[config.mk]
export PLATFORM = sky130hd
export DESIGN_NAME = rws_scale
export DESIGN_NICKNAME = d
export VERILOG_FILES = /design/src/rtl/rws_pkg.sv /design/src/rtl/rws_scale.sv
export SDC_FILE = /design/constraint.sdc
export NUM_CORES = 1
export LEC_CHECK = 0
export ABC_AREA = 0
export BUFFER_PORTS_ARGS = -buffer_cell sky130_fd_sc_hd__buf_2
export CORE_ASPECT_RATIO = 1.75
export CORE_UTILIZATION = 57
export CTS_BUF_LIST = sky130_fd_sc_hd__clkbuf_8
export DETAILED_ROUTE_END_ITERATION = 16
export GPL_TIMING_DRIVEN = 0
export PLACE_DENSITY = 0.86
export SLEW_MARGIN = 40
export SYNTH_ARGS = -nofsm -noshare
export SYNTH_HDL_FRONTEND = slang
export SYNTH_SLANG_ARGS = --single-unit
[constraint.sdc]
create_clock -name clk -period 7 [get_ports clk]
set_input_delay 1.05 -clock clk [delete_from_list [all_inputs] [get_ports clk]]
set_output_delay 1.05 -clock clk [all_outputs]
set_load 0.02 [all_outputs]
[src/rtl/rws_pkg.sv]
// Package for the roulette-wheel selector: default sizes, command and status
// codes, and sequencer state types. No dependencies.
`timescale 1ns / 1ps

package rws_pkg;

    localparam int DEF_MAX_POPULATION = 256;
    localparam int DEF_FITNESS_BITS   = 16;
    localparam int FRAC_W             = 32;
    localparam int INDEX_W            = 8;
    localparam int STATUS_W           = 2;
    localparam int CMD_W              = 2;

    typedef enum logic [CMD_W-1:0] {
        CMD_CLEAR  = 2'd0,
        CMD_LOAD   = 2'd1,
        CMD_SELECT = 2'd2
    } command_t;

    typedef enum logic [STATUS_W-1:0] {
        ST_OK    = 2'd0,
        ST_EMPTY = 2'd1,
        ST_FULL  = 2'd2
    } status_t;

    // main sequencer
    typedef enum logic [1:0] {
        S_IDLE,
        S_SCALE,
        S_READ,
        S_CMP
    } state_t;

    // scaling multiplier phases
    typedef enum logic [1:0] {
        PH_IDLE,
        PH_LO,
        PH_SUM
    } scale_phase_t;

endpackage

[src/rtl/rws_scale.sv]
// Target scaling unit: floor(frac * total / 2^32) using one shared multiplier
// over two partial products. Depends on rws_pkg.
`timescale 1ns / 1ps

module rws_scale
    import rws_pkg::*;
#(
    parameter int SUM_W = 24
)
(
    input  logic              clk,
    input  logic              rst_n,
    input  logic              start,
    input  logic [FRAC_W-1:0] frac,
    input  logic [SUM_W-1:0]  total,
    output logic              done,
    output logic [SUM_W-1:0]  target
);

    localparam int LO_W   = (SUM_W + 1) / 2;
    localparam int HI_W   = SUM_W - LO_W;
    localparam int PROD_W = FRAC_W + LO_W;
    localparam int ACC_W  = FRAC_W + SUM_W;

    scale_phase_t      phase_reg, phase_next;
    logic              done_reg, done_next;
    logic [FRAC_W-1:0] frac_reg, frac_next;
    logic [PROD_W-1:0] prod_reg, prod_next;
    logic [ACC_W-1:0]  acc_reg, acc_next;
    logic [SUM_W-1:0]  target_reg, target_next;

    logic [FRAC_W-1:0] mul_a;
    logic [LO_W-1:0]   mul_b;
    logic [PROD_W-1:0] prod;
    logic [ACC_W-1:0]  acc_sum;

    // high half of total first, then low half
    assign mul_a   = (phase_reg == PH_IDLE) ? frac : frac_reg;
    assign mul_b   = (phase_reg == PH_IDLE) ? LO_W'(total[LO_W +: HI_W]) : total[LO_W-1:0];
    assign prod    = PROD_W'(mul_a) * PROD_W'(mul_b);
    assign acc_sum = acc_reg + ACC_W'(prod_reg);

    always_comb
    begin
        phase_next  = phase_reg;
        done_next   = 1'b0;
        frac_next   = frac_reg;
        prod_next   = prod_reg;
        acc_next    = acc_reg;
        target_next = target_reg;
        case (phase_reg)
            PH_IDLE:
            begin
                if (start)
                begin
                    frac_next  = frac;
                    prod_next  = prod;
                    phase_next = PH_LO;
                end
            end
            PH_LO:
            begin
                acc_next   = ACC_W'(prod_reg) << LO_W;
                prod_next  = prod;
                phase_next = PH_SUM;
            end
            PH_SUM:
            begin
                target_next = acc_sum[FRAC_W +: SUM_W];
                done_next   = 1'b1;
                phase_next  = PH_IDLE;
            end
            default:
            begin
                phase_next = PH_IDLE;
            end
        endcase
    end

    always_ff @(posedge clk or negedge rst_n)
    begin
        if (!rst_n)
        begin
            phase_reg <= PH_IDLE;
            done_reg  <= 1'b0;
        end
        else
        begin
            phase_reg <= phase_next;
            done_reg  <= done_next;
        end
    end

    always_ff @(posedge clk)
    begin
        frac_reg   <= frac_next;
        prod_reg   <= prod_next;
        acc_reg    <= acc_next;
        target_reg <= target_next;
    end

    assign done   = done_reg;
    assign target = target_reg;

endmodule

==> results summary, run 1 <==
The run finished with clean final reports. Buffers inserted during clock tree synthesis total 17. The synthesis warning total is 0.

The die height came out at approximately 240 µm. The global-route congestion overflow total came out at 0. The estimated wirelength of the detail-placed design came out at 41,400 µm. The average instance in the mapped netlist occupies 10.1 µm². The number of slew-limit violations in the final report came to 0.

The maximum achievable frequency is roughly 140 MHz. The placement row count is between 80 and 90. The share of the synthesized area in the top cell type came out at between 30% and 40%. The number of port buffers came out at 83. After clock tree synthesis, the clock-pin slew on the worst setup and hold paths is 0.10 ns. The final design area excluding fillers came out at 20,100 µm². The layout has roughly 2,400 filler cells.

The iteration count of the initial detailed-routing pass came out at 6. The number of nets in the final layout came out at approximately 2,400. In this run the count of I/O pins placed on the die edge is 84.

The initial core utilization is 57.7%. The post-synthesis cell count is 1,801. The floorplan core area came out at approximately 31,000 µm². The biggest area consumer among synthesized cells is fa_1.

TritonCTS built the clock tree. Data on the critical path is required at its endpoint by 7.23 ns. The minimum clock period is 6.97 ns. The final core area utilization came out at roughly 64%. Measured against its own limit, the worst slew margin works out to 49.5%.

Sorting the synthesized cells by area gives the leading types as fa_1 (33%), edfxtp_1 (24%), ha_1 (7.8%). The buffer type at the clock tree root is clkbuf_8. The number of library cell types mapped by synthesis is 62. The post-detailed-route DRC marker count came out at 0. The max-cap check violation count is 0. On the final layout, the worst clock skew is 0.0234 ns. The maximum number of pins on one net before global-route repair is 24. The setup slack of the worst register-to-register path came out at 0.03 ns. The clock net in this run drives a total of ~150 sinks.

The maximum level of the CTS H-tree is 4. After layout, the worst path uses 99.5% of the clock period. The final worst-path setup slack came out at 0.0322 ns. The wire length reported by the detailed router came out at 51,600 µm. In this run the critical register-to-register path is captured at prod_reg[43]. STA classifies the critical path endpoint as a flip-flop.

The via count of the first global-routing pass is between 10,000 and 15,000. The number of nets with antenna violations after routing is 0. The first global-routing pass estimated 79,500 µm of wire. The die footprint came out at 32,600 µm².

The fraction of final layout cells sized beyond drive strength 1 is 13.9%. The worst register-to-register path begins at phase_reg[0]. The total via count after detailed routing is 13,900. The die span in x is 137 µm. The number of enable-type register cells in the synthesized netlist is 144. The cell area after placement is between 15,000 and 20,000 µm². The share of synthesized registers carrying an async set or reset came out at 2.04%. The register bit total from synthesis came out at 147. The clock reaches the later pin of the worst-skew pair after between 0.4 and 0.5 ns. The all-layer global routing usage came out at 33.5%. The hold buffer count at CTS is 0. The average detailed-routed wire length per instance is between 20 and 25 µm. The routed via count divided by cell count is about 6.0. In this run the cell area of the synthesized design comes to about 18,000 µm². The data arrival time at the worst-slack endpoint came out at 7.19 ns. In this run the worst hold path is classified as primary input to async pin. The critical path launch point type is a flip-flop. Hold timing on the final database bottoms out at a slack of 0.346 ns.

The area growth from synthesis to layout is 10.9%. The flip-flop cell with the highest count after synthesis is edfxtp_1. The clock tree buffer depth came out at 2.

The number of endpoints with negative hold slack in the final report came out at 0. The number of antenna violations at the first check in global routing is 0. The congestion estimate from routability-driven global placement came to 0.992. The part of the Yosys area used for sequential elements came out at 24.2%. The critical path is of the flip-flop to flip-flop type. The total of endpoints with negative setup slack in the final report came out at 0. The worst-case reg-to-reg path depth is 22. The maximum net fanout on the critical path is 10.

The slew at the pin closest to its max-slew limit is 0.737 ns. For this block, the initial DRC count from the detailed router was 974. The net count after synthesis came out at 2,273. The worst slack at placement came out at -1.49 ns.
==> final cells by class <==
| cell class | instances | area [µm²] | share of cell area [%] |
|---|---|---|---|
| diodes | 2 | 5.00 | 0.0249 |
| plain buffers | 50 | 388 | 1.93 |
| clock buffers | 18 | 248 | 1.23 |
| clock inverters | 14 | 125 | 0.622 |
| inverters | 333 | 1250 | 6.21 |
| multi-input cells | 1265 | 12500 | 62.3 |
| flip-flops and latches | 147 | 4400 | 21.9 |
| well taps | 396 | 495 | 2.46 |
| repair buffers | 107 | 668 | 3.32 |
==> cells in the final DEF, fill, tap and decap left out, types with 7 or more instances in the layout <==
master,instances
inv_1,334
nand2_1,312
fa_1,300
edfxtp_1,144
nor2_1,115
ha_1,109
buf_2,85
a21o_1,40
a21oi_1,38
mux2_2,34
xnor2_1,31
and2_1,29
buf_4,27
o21ai_0,25
xor2_1,25
mux2i_1,20
clkbuf_8,19
nand4_1,17
nand3_1,17
clkbuf_1,13
and3_1,11
mux2_4,10
clkbuf_4,8
mux2i_4,8
nor3_1,8
clkbuf_2,7
o211ai_1,7
a211oi_1,7
a21boi_0,7
==> synthesized netlist by cell type, types with 3 or more instances <==
master / instances
fa_1: 300
xor2_1: 25
xnor2_1: 31
o31ai_1: 6
o21ai_1: 3
nand2b_1: 5
a21oi_1: 41
a21o_1: 40
or3_1: 4
o21a_1: 5
ha_1: 113
buf_1: 4
nand2_1: 312
a31o_2: 3
and3_1: 12
mux2i_1: 34
a31oi_1: 6
or2_2: 4
nand4_1: 17
edfxtp_1: 144
mux2_2: 44
nor3_1: 8
nor4_1: 3
a211oi_1: 7
nor2b_1: 6
and2_1: 30
clkbuf_1: 47
nand3_1: 17
a21boi_0: 7
dfrtp_1: 3
nor2_1: 117
o21ai_0: 25
o211ai_1: 7
inv_1: 333
buf_2: 4
==> routing by layer <==
metal,up-vias,GRT usage (%),part of all wire (%)
met1,6858,35.7,32
met3,272,5.35,7.5
met5,-,0,0
met2,833,58.7,51
li1,5968,-,-
met4,0,25.1,9.5
==> cell families after synthesis <==
| family | share of synthesized area (%) |
|---|---|
| mux | 4.61 |
| compound gates | 6.63 |
| buf+inv | 8.10 |
| fa+ha+maj | 40.9 |
| simple gates | 12.8 |
| xor+xnor | 2.70 |
| flops | 24.2 |
==> worst max path at each step <==
stage	start	slack (ns)	to	depth (start not counted)
5_1_grt	phase_reg[0]	-0.04	prod_reg[43]	24
2_1_floorplan	phase_reg[0]	0.34	prod_reg[43]	22
4_1_cts	phase_reg[1]	0.008	prod_reg[43]	23
3_5_place_dp	phase_reg[1]	-1.49	prod_reg[43]	22
6_report	phase_reg[0]	0.03	prod_reg[43]	22
3_3_place_gp	phase_reg[0]	-1.42	prod_reg[42]	23
==> critical path: stages (launching register included) <==
cell and delay, ns:
dfrtp_2 0.47, nor2_4 0.16, buf_12 0.15, clkbuf_16 0.17
mux2_2 0.42, buf_6 0.19, and2_1 0.16, fa_1 0.58
fa_1 0.44, fa_1 0.49, fa_1 0.50, inv_1 0.05
fa_1 0.52, inv_1 0.09, ha_4 0.30, and3_4 0.24
nand4_1 0.22, or2_1 0.33, o32ai_4 0.22, o211ai_2 0.21
o311ai_2 0.33, nor4_1 0.10, a311o_1 0.34
==> per-stage QoR <==
| stage | setup TNS (ns) | instances |
|---|---|---|
| 3_3_place_gp | -28.94 | 2280 |
| 6_report | 0 | 2332 |
| 5_1_grt | -0.0705 | 2330 |
| 3_5_place_dp | -28.88 | 2284 |
| 2_1_floorplan | 0 | 1801 |
| 4_1_cts | 0 | 2321 |
==> timing repair <==
item | CTS | global route
pin swaps | 5 | 6
endpoints found under the setup margin | 30 | 17
buffers inserted | 7 | 12
cloned | 0 | 1
resized for setup | 73 | 75
Power of run 1 is not shown: default switching activity piles up to over one toggle a cycle in this logic, so the estimate is an artifact.
==> run 2: changes to the inputs <==
- CORE_ASPECT_RATIO: 1.75 -> unset
==> run 2 against run 1 <==
Net effect:
- die area about the same
- first-iteration DRC count grew 27%
- hold slack improved by 0.033 ns
- via count down 1.9%
- largest cell class unchanged
==> results summary, run 2 (synthesis gave the netlist of run 1 again) <==
The maximum number of pins on one net before global-route repair is 26 (+8.3%). The via count of the first global-routing pass is 13,900 (-6.4%). The count of routing violations after the opening detailed-route iteration came out at 1,233 (+27%). The number of nets in the final layout came to 2,385 (-0.33%). The number of clock buffers inserted by TritonCTS came out at 17 (unchanged). The maximum achievable frequency is 146 MHz (+1.7%). STA classifies the critical path endpoint as a flip-flop.

The number of slew-limit violations in the final report is 0 (unchanged). In the layout the commonest cells are inv_1 (333), nand2_1 (312), fa_1 (300). Walking the worst path, the cells encountered are nor2_4, buf_12, clkbuf_4, mux2i_1, clkbuf_2, nor2_1, fa_1, fa_1, fa_1, fa_1, inv_1, fa_1, inv_1, ha_2, nand3_1, o211ai_1, a21oi_1, o32ai_2, o211ai_2, o311ai_2, nor4_1, a311o_1. The headroom to the max-slew limit was 51.9% (+2.4 points). The wire length of the first global-routing pass came out at 75,700 µm (-4.7%). The maximum level of the CTS H-tree was 4 (unchanged).

The fraction of final layout cells sized beyond drive strength 1 came out at 13.1% (-0.72 points). The cell area after placement came out at 19,200 µm² (+0.24%). The run finished with clean final reports. The sink count of the clock tree came to 147 (unchanged). The final instance count without filler cells is 2,322 (-0.43%). The total of endpoints with negative setup slack in the final report was 0 (unchanged).

The estimated wirelength of the detail-placed design is 38,700 µm (-6.5%). The worst hold-check slack is 0.379 ns (+0.0333 ns). The number of nets with antenna violations after routing came out at 0 (unchanged). On the critical path the largest part of the delay comes from adder cells. The minimum clock period came to 6.85 ns (-0.119 ns).

The placement row count is 64 (-26%). The layout filler cell count came to 2,363 (-1.9%). The floorplan core area came out at 31,000 µm² (-1.4%). The wire length reported by the detailed router came out at 48,400 µm (-6.3%).

The slew at the pin closest to its max-slew limit came out at 0.721 ns (-0.0155 ns). The worst setup path is launched from a flip-flop. The slowest stage of the critical path is the fa_1 cell.

The share of the clock period used by the worst path after layout is 97.8% (-1.7 points). The clock tree buffer depth is 2 (unchanged). The layout overhead on the synthesized area came out at 10.3%.

The weighted congestion reported at the end of routability-driven placement is 0.987 (-0.44%). The final-layout setup total negative slack is 0 ns (unchanged). The number of placed cells counting well taps was 2,285 (+0.044%). The critical path in this run is classified as flip-flop to flip-flop. The number of antenna violations at the first check in global routing came to 0 (unchanged). The number of endpoints with negative hold slack in the final report came out at 0 (unchanged).

By instance count, the cell type seen most on the critical path is fa_1. The data arrival time at the worst-slack endpoint came out at 7.06 ns (-0.13 ns). The stage delay of the slowest cell on the critical path is 0.58 ns (about the same). The required time of the critical path is 7.21 ns (-0.02 ns). The setup skew after layout is 0.0241 ns (+0.000655 ns). The max-cap check violation count came to 0 (unchanged).

The count of buffer and inverter cells on the critical path is 5 (unchanged). The global-route congestion overflow total was 0 (unchanged). The clock-pin slew reported for the worst setup and hold paths after clock tree synthesis is 0.09 ns (about the same).

The library cell used most frequently in the layout, excluding fill and tap cells, is inv_1. The total via count after detailed routing is 13,700 (-1.9%). The worst min-delay path class is primary input to async pin. The die height came out at 180 µm (-24%).

The buffer type at the clock tree root is clkbuf_8. The post-detailed-route DRC marker count came out at 0 (unchanged). The final design area excluding fillers came to 20,000 µm² (-0.55%). The all-layer global routing usage came out at 30.8% (-2.7 points).

The diode insertion count for antenna repair came to 0 (-2). The number of top-level design ports came out at 84 (unchanged). TritonCTS built the clock tree.

The routed via count divided by cell count came to 5.88 (-1.5%). The maximum net fanout on the critical path is 10 (unchanged). The average detailed-routed wire length per instance came out at 20.8 µm (-5.9%). The initial core utilization is 58.5% (+0.80 points). The iteration count of the initial detailed-routing pass came out at 10 (+4).

The clock insertion delay at the later pin of the skew report is 0.48 ns (about the same). The number of port buffers is 83 (unchanged). The die footprint came to 32,500 µm² (about the same). The die span in x came to 180 µm (+32%).
run 2: path summary, 6_finish.rpt:
kind	from	to	slack (ns)	cells past startpoint
worst max register to register	phase_reg[1]	prod_reg[43]	0.15	22
min in group clk	prod_reg[3]	acc_reg[15]	0.42	0
worst min register to register	prod_reg[3]	acc_reg[15]	0.42	0
max in group asynchronous	rst_n	phase_reg[1]	6.48	1
worst max-delay path	phase_reg[1]	prod_reg[43]	0.15	22
worst min-delay path	rst_n	done	0.38	1
run 2: area by class of cell:
class	instances	area [µm²]	area share [%]
Multi-Input combinational cell	1265	12500	62.4
Sequential cell	147	4400	22.0
Inverter	333	1250	6.25
Timing Repair Buffer	99	623	3.11
Tap cell	396	495	2.48
Buffer	50	337	1.68
Clock buffer	17	234	1.17
Clock inverter	15	189	0.944
run 2: timing repair:
| item | in CTS | in global routing |
|---|---|---|
| pin swaps | 2 | 2 |
| buffers inserted | 6 | 5 |
| hold endpoints to repair | 0 | 0 |
| hold buffers | 0 | 0 |
| gates resized for setup | 57 | 59 |
| endpoints found under the setup margin | 31 | 17 |
run 2: routing by layer:
metal  global-route usage, %  wire (µm)  vias to the layer above
met4                    12.8       2210                        0
met1                    39.5      18400                     6786
met5                       0          0                        -
met2                    50.0      22700                      787
met3                    7.92       5010                      145
li1                        -          -                     5942
run 2: per-stage QoR:
| step | setup slack [ns] | util, % |
|---|---|---|
| finish | 0.151 | 64.6 |
| CTS | 0.00535 | 63.9 |
| global route | -0.0200 | 64.6 |
| global placement | -1.57 | 61.5 |
| detailed placement | -1.26 | 62.0 |
| floorplan | 0.342 | - |
Power of run 2 is left out for the same reason.
